===== src/hw/rtl/lcdws_pkg.sv =====
package lcdws_pkg;

  // request codes on in_cmd
  localparam logic [2:0] CMD_TICK   = 3'd0;
  localparam logic [2:0] CMD_BYTE   = 3'd1;
  localparam logic [2:0] CMD_DATA   = 3'd2;
  localparam logic [2:0] CMD_CURSOR = 3'd3;
  localparam logic [2:0] CMD_INIT   = 3'd4;

  // configuration register indexes
  localparam logic [2:0] REG_LINE0_OFFSET   = 3'd0;
  localparam logic [2:0] REG_LINE1_OFFSET   = 3'd1;
  localparam logic [2:0] REG_POWER_UP_TICKS = 3'd2;
  localparam logic [2:0] REG_STEP_TICKS     = 3'd3;
  localparam logic [2:0] REG_LONG_CMD_TICKS = 3'd4;

  // lcd command bytes
  localparam logic [7:0] LCD_CLS      = 8'h01;
  localparam logic [7:0] LCD_HOME     = 8'h02;
  localparam logic [7:0] LCD_FUNC_SET = 8'h38;
  localparam logic [7:0] LCD_DISP_OFF = 8'h08;
  localparam logic [7:0] LCD_ENTRY    = 8'h06;
  localparam logic [7:0] LCD_DISP_ON  = 8'h0C;

  localparam logic [7:0] MAX_COL     = 8'd15;
  localparam logic [2:0] INIT_FIRST  = 3'd1;
  localparam logic [2:0] INIT_LAST   = 3'd5;

  typedef enum logic [6:0] {
    PH_IDLE    = 7'b0000001,
    PH_POWERUP = 7'b0000010,
    PH_RS      = 7'b0000100,
    PH_DATA    = 7'b0001000,
    PH_EHIGH   = 7'b0010000,
    PH_HOLD    = 7'b0100000,
    PH_LONG    = 7'b1000000
  } phase_t;

  // init byte sent as the idx-th byte of the init sequence (1 based)
  function automatic logic [7:0] init_byte(input logic [2:0] idx);
    logic [7:0] b;
    case (idx)
      3'd1:    b = LCD_FUNC_SET;
      3'd2:    b = LCD_DISP_OFF;
      3'd3:    b = LCD_CLS;
      3'd4:    b = LCD_ENTRY;
      3'd5:    b = LCD_DISP_ON;
      default: b = LCD_FUNC_SET;
    endcase
    return b;
  endfunction

endpackage


===== src/hw/rtl/char_lcd_write_sequencer.sv =====
// Character LCD write sequencer for the 8-bit parallel write-only bus.
// Input channel (in_valid/in_ready): one transaction is one millisecond tick
// carrying a request code (tick, command byte, data byte, set cursor, init)
// with its value, row and column. A request taken while a sequence runs is
// rejected and only counts as one tick of that sequence.
// Output channel (out_valid/out_ready): one transaction per input, giving the
// RS, E and data pin levels after that tick, the busy flag and whether the
// request was taken. Throughput is one transaction per cycle unless stalled.
// The pin and sequence state registers are the result register itself, and
// in_ready is high whenever the result slot is empty or being drained in the
// same cycle. If the receiver stalls, the result holds and input is stalled
// with it. Configuration (cfg_we/cfg_index/cfg_data) must be written while
// idle only; the block does not enforce it. Synchronous active-low reset
// returns to idle with all pins low and the registers at line offsets 0/64,
// power-up 50, step 1, long delay 2 ticks.
module char_lcd_write_sequencer
  import lcdws_pkg::*;
(
  input  logic       clk,
  input  logic       rst_n,
  input  logic       in_valid,
  output logic       in_ready,
  input  logic [2:0] in_cmd,
  input  logic [7:0] in_value,
  input  logic [1:0] in_row,
  input  logic [7:0] in_col,
  output logic       out_valid,
  input  logic       out_ready,
  output logic       out_pin_rs,
  output logic       out_pin_enable,
  output logic [7:0] out_pin_data,
  output logic       out_busy_res,
  output logic       out_accepted,
  input  logic       cfg_we,
  input  logic [2:0] cfg_index,
  input  logic [7:0] cfg_data
);

  logic [6:0] line0_r, line1_r;
  logic [7:0] power_up_r;
  logic [3:0] step_r, long_r;

  phase_t     phase_r, phase_nxt;
  logic [7:0] wait_r, wait_nxt;
  logic [7:0] held_byte_r, held_byte_nxt;
  logic       held_is_data_r, held_is_data_nxt;
  logic [2:0] init_r, init_nxt;
  logic       rs_r, rs_nxt;
  logic       en_r, en_nxt;
  logic [7:0] data_r, data_nxt;
  logic       acc_r, acc_nxt;
  logic       out_valid_r;

  logic       take;
  logic [3:0] step_len;
  logic [7:0] step1, step2;
  logic [7:0] wc_dec;
  logic       do_start, start_is_data, do_fin;
  logic [7:0] start_byte;
  logic [3:0] cur_col;
  logic [6:0] cur_base, cur_addr;

  assign in_ready = !out_valid_r || out_ready;
  assign take     = in_valid && in_ready;

  assign step_len = (step_r == 4'd0) ? 4'd1 : step_r;
  assign step1    = {4'd0, step_len};
  assign step2    = {3'd0, step_len, 1'b0};

  assign cur_col  = (in_col > MAX_COL) ? 4'd0 : in_col[3:0];
  assign cur_base = (in_row == 2'd1) ? line1_r : line0_r;
  assign cur_addr = cur_base + {3'd0, cur_col};

  always_comb begin
    phase_nxt        = phase_r;
    wait_nxt         = wait_r;
    held_byte_nxt    = held_byte_r;
    held_is_data_nxt = held_is_data_r;
    init_nxt         = init_r;
    rs_nxt           = rs_r;
    en_nxt           = en_r;
    data_nxt         = data_r;
    acc_nxt          = 1'b0;
    do_start         = 1'b0;
    start_byte       = 8'd0;
    start_is_data    = 1'b0;
    do_fin           = 1'b0;
    wc_dec           = (wait_r != 8'd0) ? wait_r - 8'd1 : 8'd0;

    if (phase_r != PH_IDLE) begin
      wait_nxt = wc_dec;
      if (wc_dec == 8'd0) begin
        case (phase_r)
          PH_POWERUP: begin
            rs_nxt     = 1'b0;
            en_nxt     = 1'b0;
            init_nxt   = INIT_FIRST;
            do_start   = 1'b1;
            start_byte = init_byte(INIT_FIRST);
          end
          PH_RS: begin
            data_nxt  = held_byte_r;
            phase_nxt = PH_DATA;
            wait_nxt  = step2;
          end
          PH_DATA: begin
            en_nxt    = 1'b1;
            phase_nxt = PH_EHIGH;
            wait_nxt  = step1;
          end
          PH_EHIGH: begin
            en_nxt    = 1'b0;
            phase_nxt = PH_HOLD;
            wait_nxt  = step2;
          end
          PH_HOLD: begin
            if (!held_is_data_r && (held_byte_r == LCD_CLS || held_byte_r == LCD_HOME)) begin
              phase_nxt = PH_LONG;
              wait_nxt  = {4'd0, long_r};
              // a zero long delay finishes in the same tick
              do_fin    = (long_r == 4'd0);
            end else begin
              do_fin = 1'b1;
            end
          end
          default: do_fin = 1'b1;
        endcase
      end
    end else if (in_cmd inside {[CMD_BYTE:CMD_INIT]}) begin
      acc_nxt = 1'b1;
      case (in_cmd)
        CMD_BYTE: begin
          do_start   = 1'b1;
          start_byte = in_value;
        end
        CMD_DATA: begin
          do_start      = 1'b1;
          start_byte    = in_value;
          start_is_data = 1'b1;
        end
        CMD_CURSOR: begin
          do_start   = 1'b1;
          start_byte = {1'b1, cur_addr};
        end
        default: begin
          if (power_up_r == 8'd0) begin
            rs_nxt     = 1'b0;
            en_nxt     = 1'b0;
            init_nxt   = INIT_FIRST;
            do_start   = 1'b1;
            start_byte = init_byte(INIT_FIRST);
          end else begin
            init_nxt  = 3'd0;
            phase_nxt = PH_POWERUP;
            wait_nxt  = power_up_r;
          end
        end
      endcase
    end

    if (do_fin) begin
      if (init_nxt inside {[INIT_FIRST:INIT_LAST - 3'd1]}) begin
        init_nxt   = init_nxt + 3'd1;
        do_start   = 1'b1;
        start_byte = init_byte(init_nxt);
      end else begin
        init_nxt  = 3'd0;
        phase_nxt = PH_IDLE;
        wait_nxt  = 8'd0;
      end
    end

    if (do_start) begin
      held_byte_nxt    = start_byte;
      held_is_data_nxt = start_is_data;
      rs_nxt           = start_is_data;
      phase_nxt        = PH_RS;
      wait_nxt         = step1;
    end
  end

  always_ff @(posedge clk) begin
    if (!rst_n) begin
      line0_r    <= 7'd0;
      line1_r    <= 7'd64;
      power_up_r <= 8'd50;
      step_r     <= 4'd1;
      long_r     <= 4'd2;
    end else if (cfg_we) begin
      case (cfg_index)
        REG_LINE0_OFFSET:   line0_r    <= cfg_data[6:0];
        REG_LINE1_OFFSET:   line1_r    <= cfg_data[6:0];
        REG_POWER_UP_TICKS: power_up_r <= cfg_data;
        REG_STEP_TICKS:     step_r     <= cfg_data[3:0];
        REG_LONG_CMD_TICKS: long_r     <= cfg_data[3:0];
        default: ;
      endcase
    end
  end

  always_ff @(posedge clk) begin
    if (!rst_n) begin
      phase_r        <= PH_IDLE;
      wait_r         <= 8'd0;
      held_byte_r    <= 8'd0;
      held_is_data_r <= 1'b0;
      init_r         <= 3'd0;
      rs_r           <= 1'b0;
      en_r           <= 1'b0;
      data_r         <= 8'd0;
      acc_r          <= 1'b0;
      out_valid_r    <= 1'b0;
    end else begin
      if (take) begin
        phase_r        <= phase_nxt;
        wait_r         <= wait_nxt;
        held_byte_r    <= held_byte_nxt;
        held_is_data_r <= held_is_data_nxt;
        init_r         <= init_nxt;
        rs_r           <= rs_nxt;
        en_r           <= en_nxt;
        data_r         <= data_nxt;
        acc_r          <= acc_nxt;
        out_valid_r    <= 1'b1;
      end else if (out_ready) begin
        out_valid_r <= 1'b0;
      end
    end
  end

  assign out_valid      = out_valid_r;
  assign out_pin_rs     = rs_r;
  assign out_pin_enable = en_r;
  assign out_pin_data   = data_r;
  assign out_busy_res   = (phase_r != PH_IDLE);
  assign out_accepted   = acc_r;

  // the strobe is high exactly while in the pulse phase
  a_enable_phase: assert property (@(posedge clk) disable iff (!rst_n)
    en_r == (phase_r == PH_EHIGH))
    else $error("enable level out of step with phase");

  // init sequence position only lives inside a running sequence
  a_init_busy: assert property (@(posedge clk) disable iff (!rst_n)
    (init_r != 3'd0) |-> (phase_r != PH_IDLE && init_r <= INIT_LAST))
    else $error("init index set while idle");

  // a taken request always leaves the block busy
  a_acc_busy: assert property (@(posedge clk) disable iff (!rst_n)
    (out_valid_r && acc_r) |-> (phase_r != PH_IDLE))
    else $error("accepted request without running sequence");

  // a transaction arriving while busy is never reported as taken
  a_busy_reject: assert property (@(posedge clk) disable iff (!rst_n)
    (take && phase_r != PH_IDLE) |=> !acc_r)
    else $error("request accepted while busy");

endmodule


===== config.mk =====
export PLATFORM = sky130hd
export DESIGN_NAME = char_lcd_write_sequencer
export DESIGN_NICKNAME = d
export VERILOG_FILES = /design/src/hw/rtl/lcdws_pkg.sv /design/src/hw/rtl/char_lcd_write_sequencer.sv
export SDC_FILE = /design/constraint.sdc
export NUM_CORES = 1
export LEC_CHECK = 0
export BUFFER_PORTS_ARGS = -buffer_cell sky130_fd_sc_hd__buf_2
export CORE_ASPECT_RATIO = 0.8
export CORE_MARGIN = 5
export CORE_UTILIZATION = 55
export DETAILED_ROUTE_END_ITERATION = 7
export MAX_ROUTING_LAYER = met4
export PLACE_DENSITY = 0.75
export REMOVE_ABC_BUFFERS = 1
export SYNTH_ARGS = -nofsm -noshare
export SYNTH_HDL_FRONTEND = slang
export SYNTH_SLANG_ARGS = --single-unit

===== constraint.sdc =====
create_clock -name clk -period 9.3 [get_ports clk]
set_clock_uncertainty 0.2 [all_clocks]
set_input_delay 0 -clock clk [delete_from_list [all_inputs] [get_ports clk]]
set_output_delay 0 -clock clk [all_outputs]
set_load 0.05 [all_outputs]

* After elaboration in Yosys (flattened, before gate mapping)
Index checks and enable logic that the tools add are counted.
** Word-level totals
- Bits in writable memories :: 0
- Memories :: 0
- Bits in latches :: 0
- ROM bits :: 0
- Input bits :: 37
- Flip-flop bits (word level) :: 69
- Word-level logic and storage cells :: 152
** Operators by class
- Multiplexer cells :: 70
- Add/subtract/negate cells :: 3
- Reduce and logical (&&, ||, !) cells :: 33
- Multipliers :: 0
- Order comparisons :: 5
- Bitwise logic cells :: 0
- Div/mod/pow operators :: 0
- Equality and inequality tests :: 26
- Shift operators :: 0
** Operator list (count)
- $mux 8 :: 14
- $mux 7 :: 10
- $mux 1 :: 28
- $pmux 7 s4 :: 1
- $pmux 6 s4 :: 1
- $pmux 8 s3 :: 1
- $mux 3 :: 7
- $eq 3x2->1 const B :: 6
- $mux 6 :: 3
- $logic_not 8->1 :: 2
- $pmux 8 s2 :: 1
- $reduce_and 2->1 :: 6
- $reduce_and 6->1 :: 2
- $eq 3x3->1 const B :: 3
- $ne 3x1->1 const B :: 3
- $eq 8x1->1 const B :: 1
- $eq 8x2->1 const B :: 1
- $gt 8x4->1 const B :: 1
- $logic_not 4->1 :: 2
- $mux 4 :: 2
- $reduce_bool 8->1 :: 1
- $sub 8x1->8 const B :: 1
- $add 7x4->7 :: 1
- $eq 7x2->1 const B :: 1
- other kinds (23) :: 38

* Logic depth before layout (Yosys ltp)
- Word-level depth :: 11
- Depth in mapped cells :: 15
- Gate-level depth less buffers :: 13

* Least setup slack after synthesis
Ideal clock, no wire load.
- Kind :: reg-to-reg
- Start :: reg wait_r[0]
- End :: reg held_byte_r[4]
- Slack :: 5815 ps
- Path buffers :: 1
- Setup time :: 123 ps
- Arrival :: 3162 ps
- Stages on the path, launching flop included :: 14
- Cells stage by stage :: dfxtp_1 > inv_1 > ha_1 > or3b_1 > a211oi_1 > o211ai_4 > nor2_2 > buf_2 > nor2_1 > ha_1 > ha_1 > or3_1 > a32oi_1 > o31ai_1
** On the way
- Longest elaborated chain between the ends :: 10
** Ends and longest elaborated chain
- start, declared :: line char_lcd_write_sequencer.sv:44 : logic [7:0] wait_r, wait_nxt;
- start signal, assigned :: line char_lcd_write_sequencer.sv:216 : wait_r <= wait_nxt;
- $sub 8x1->8 or $reduce_bool 8->1 (tied branches) :: line char_lcd_write_sequencer.sv:88 : wc_dec = (wait_r != 8'd0) ? wait_r - 8'd1 : 8'd0;
- $mux 8 (*) :: line char_lcd_write_sequencer.sv:88
- $logic_not 8->1 (*) :: line char_lcd_write_sequencer.sv:92 : if (wc_dec == 8'd0) begin
- $mux 3 :: line char_lcd_write_sequencer.sv:92
- $mux 3 :: line char_lcd_write_sequencer.sv:90 : if (phase_r != PH_IDLE) begin
- $add 3x1->3, or another cell as far along :: line char_lcd_write_sequencer.sv:163 : init_nxt = init_nxt + 3'd1;
- $eq 3x3->1, or another cell as far along :: line lcdws_pkg.sv:42 : case (idx)
- $pmux 6 s4 or $mux 1 (tied branches) :: line lcdws_pkg.sv:42, char_lcd_write_sequencer.sv:162
- $mux 8 or $mux 1 (tied branches) :: line char_lcd_write_sequencer.sv:162, char_lcd_write_sequencer.sv:161
- $mux 8 or $reduce_and 2->1 (tied branches)
- end signal, assigned :: line char_lcd_write_sequencer.sv:217 : held_byte_r <= held_byte_nxt;
- end, declared :: line char_lcd_write_sequencer.sv:45 : logic [7:0] held_byte_r, held_byte_nxt;
Mark *: on every way between the ends. The rest lies on a longest branch, timed or not.
A chain may end at the register's enable or synchronous reset.

* Worst setup path in the final report
- Start :: reg wait_r[0]
- End :: reg held_byte_r[5]
The elaborated chain is that of the path after synthesis.

==> impl_metrics.yaml <==
critical_path:
  r2r-end: "held_byte_r[5]$_SDFFE_PN0P_"
  start_kind: "flip-flop"
  startpoint: "wait_r[0]$_SDFFE_PN0P_"
  reg2reg_depth: 12
  rr_startpoint: "wait_r[0]$_SDFFE_PN0P_"
  critical_path_class: "flip-flop to flip-flop"
  worstPathRequired_ps: 9300
  slowest_stage: "nor2_2"
  r2r_slack_ps: 5240
  worstPathMaxFanout: 15
  max_stage_delay_ps: 510
  worst-path-stages: 12
  critical_path.cell_chain: "inv_1 > ha_1 > or3b_1 > a211oi_1 > o211ai_4 > nor2_2 > nor2_1 > ha_1 > ha_1 > or3_1 > a32oi_1 > o31ai_1"
  endpoint: "held_byte_r[5]$_SDFFE_PN0P_"
  cp_top_family: "simple AND/OR/NAND/NOR gates"
  crit_path_frequent_cell: "ha_1"
  worstPathArrival_ps: 4060
  crit_buf_inv: 1
  end_kind: "flip-flop"
clock_network:
  cts_sinks: 69
  cts_tree: "done"
  clkSlewWorstSetupHoldPaths_ps: 80
  clock_tree.root_cell: "clkbuf_8"
  clk_latency_ps: 360
  cts_resized: 0
  cts.path.max_buffers: 2
  cts_made_buffers: 9
  htree_levels: 3
global_route:
  track_usage_pct: 27.0
  antenna_found_initial: 0
  grt-ovfl-total: 0
  grt_pass1_vias: 4002
  grt_max_degree: 30
  grt_first_pass_wirelength_mm: 19.8
floorplan:
  die_w_um: 108
  row_count: 28
  die_y_um: 88.0
  ioPinCount: 51
  start_util_pct: 56.6
  core_sq_um: 7390
  die_area_sq_um: 9460
power_and_ir_drop:
  power_switching_mw: 0.263
  clkPwrFrac_pct: 34.8
  swShare_pct: 32.8
  p_int_mw: 0.538
  leakage_nw: 1.94
  seq_power_share_pct: 40.2
  ir_worst_vdd_uv: 84.3
  power.density_nw_per_um2: 162
  power_mw: 0.800
  combPwrFrac_pct: 24.9
layout:
  syn_to_final_growth_pct: 18.4
  finalNetCount: 616
  diodes: 0
  drive_above_1_share_pct: 16.3
yosys:
  synth_mux_area_share_pct: 10.6
  synthCells: 513
  synth.area.top_cells: "dfxtp_1 33%, mux2i_1 8.1%, nand2_1 4.9%"
  yosysUniqueCellTypes: 72
  yosysMostFrequentCell: "dfxtp_1"
  synth_edf_count: 0
  yosys.area_share.simple_pct: 25.7
  synth_seq_area_share_pct: 33.0
  ys_ff_latch: 69
  synth_largest_area_cell: "dfxtp_1"
  synth_top_family_by_area: "simple AND/OR/NAND/NOR gates"
  synth_top_area_share_pct: 33.0
  synth_compound_gate_area_share_pct: 21.4
  synthTopCellsByCount: "69 x dfxtp_1, 55 x nand2_1, 52 x nor2_1"
  synth_fa_ha_area_share_pct: 2.81
  ys_warn_count: 0
  syn_area_per_cell_sq_um: 8.16
  async_flop_share_pct: 0
  syn_area_sq_um: 4180
  synthFlopType: "dfxtp_1"
  synth_xor_area_share_pct: 2.09
route:
  met1_length_mm: 5.30
  wl_per_cell_um: 17.5
  dr.pass1.iters: 5
  met2_length_mm: 5.55
  vias_per_cell: 6.11
  ant_nets: 0
  wirelength_mm: 12.0
  vias: 4164
  drc: 0
  wl_met3_um: 890
  top_layer: "met4"
  drtIter0Drc: 387
timing:
  hold_slack_ps: 23.9
  setup_violations: 0
  fmax_mhz: 246
  fin_crit_sh_pct: 43.7
  finalSetupTns_ps: 0
  slew_violations: 0
  final_hold_viol_count: 0
  rsz0062_at_grt: "no"
  fin_ws_ps: 5240
  tightest_slew_ps: 1010
  slew_headroom_pct: 32.5
  min_period_ps: 4060
placement:
  place_hpwl_mm: 8.34
  place_ws_ps: 5280
  io_buffers: 50
  place_congestion: 0.946
worst_hold_path:
  holdCritPathClass: "input port to flip-flop"
flow_run:
  cap_violations: 0
run_status:
  status: "finished clean"
-- metal layers --
layer,GRT usage (%),vias up
li1,-,1988
met1,34.4,1969
met2,42.6,181
met3,5.60,26
met4,9.86,0
met5,-,-
-- cell type report --
type,instances,area (sq um)
clock buffer,10,128
clock inverter,6,95.1
fill,622,2440
inverter,11,41.3
multi-input combinational,399,2620
sequential,69,1380
tap,105,131
timing repair buffer,81,553
-- worst reg2reg max path, delay by kind of cell (launching register included) --
family,cells,cell delay [ps]
flops,1,350
buf+inv,1,100
simple gates,4,1450
compound gates,4,1020
fa+ha+maj,3,780
-- cell families after synthesis --
family,count (synthesis)
compound gates,129
xor+xnor,10
fa+ha+maj,9
buf+inv,45
flops,69
mux,43
simple gates,208
-- how the worst min path moves through the flow --
| stage | slack (ps) | startpoint | to | depth (start not counted) |
|---|---|---|---|---|
| final | 20 | in_cmd[1] | out_pin_rs$_SDFFE_PN0P_ | 4 |
| after global routing | 50 | in_cmd[1] | out_pin_rs$_SDFFE_PN0P_ | 4 |
| after CTS | 10 | in_cmd[1] | out_pin_rs$_SDFFE_PN0P_ | 4 |
| after detailed placement | 50 | cfg_data[5] | power_up_r[5]$_SDFFE_PN1P_ | 3 |
| after global placement | 40 | cfg_data[7] | power_up_r[7]$_SDFFE_PN0P_ | 3 |
| after floorplan | -140 | rst_n | line1_r[6]$_SDFFE_PN1P_ | 1 |
-- metrics by stage --
stage | util (%) | instance area (sq um) | instances
2_1_floorplan | - | 4040 | 479
3_3_place_gp | 60.2 | 4450 | 637
3_5_place_dp | 60.2 | 4450 | 637
4_1_cts | 67.0 | 4950 | 681
5_1_grt | 67.0 | 4950 | 681
6_report | 67.0 | 4950 | 681
-- what timing repair did --
action | CTS | global route
hold endpoints to repair | 46 | 0
hold buffers | 28 | 0
setup endpoints to repair | 0 | 0
buffers inserted | 0 | 0
-- layout by cell type, fill, tap and decap left out, drive strengths merged, types with 10 or more instances in the layout --
cell,n
a21oi,41
inv,12
nor2,53
nand2,55
clkbuf,10
dfxtp,69
nand3,19
dlygate4sd3,28
buf,53
mux2i,34
nor3,19
o21ai,20
-- power groups by stage --
stage / Sequential (mW) / Combinational (mW) / Clock (mW)
floorplan: 0.326 / 0.131 / 0
global placement: 0.327 / 0.182 / 0
detailed placement: 0.328 / 0.185 / 0
CTS: 0.321 / 0.195 / 0.279
global route: 0.324 / 0.218 / 0.296
finish: 0.322 / 0.200 / 0.278
-- flip-flops by register name, summed over array words and instances, names as in the netlist, 3 cells and up --
register,count
wait_r,8
line1_r,7
long_r,4
init_r,3
held_byte_r,8
line0_r,7
power_up_r,8
phase_r,7
out_pin_data,8
step_r,4
No activity file was read; power rests on OpenSTA's default activity.
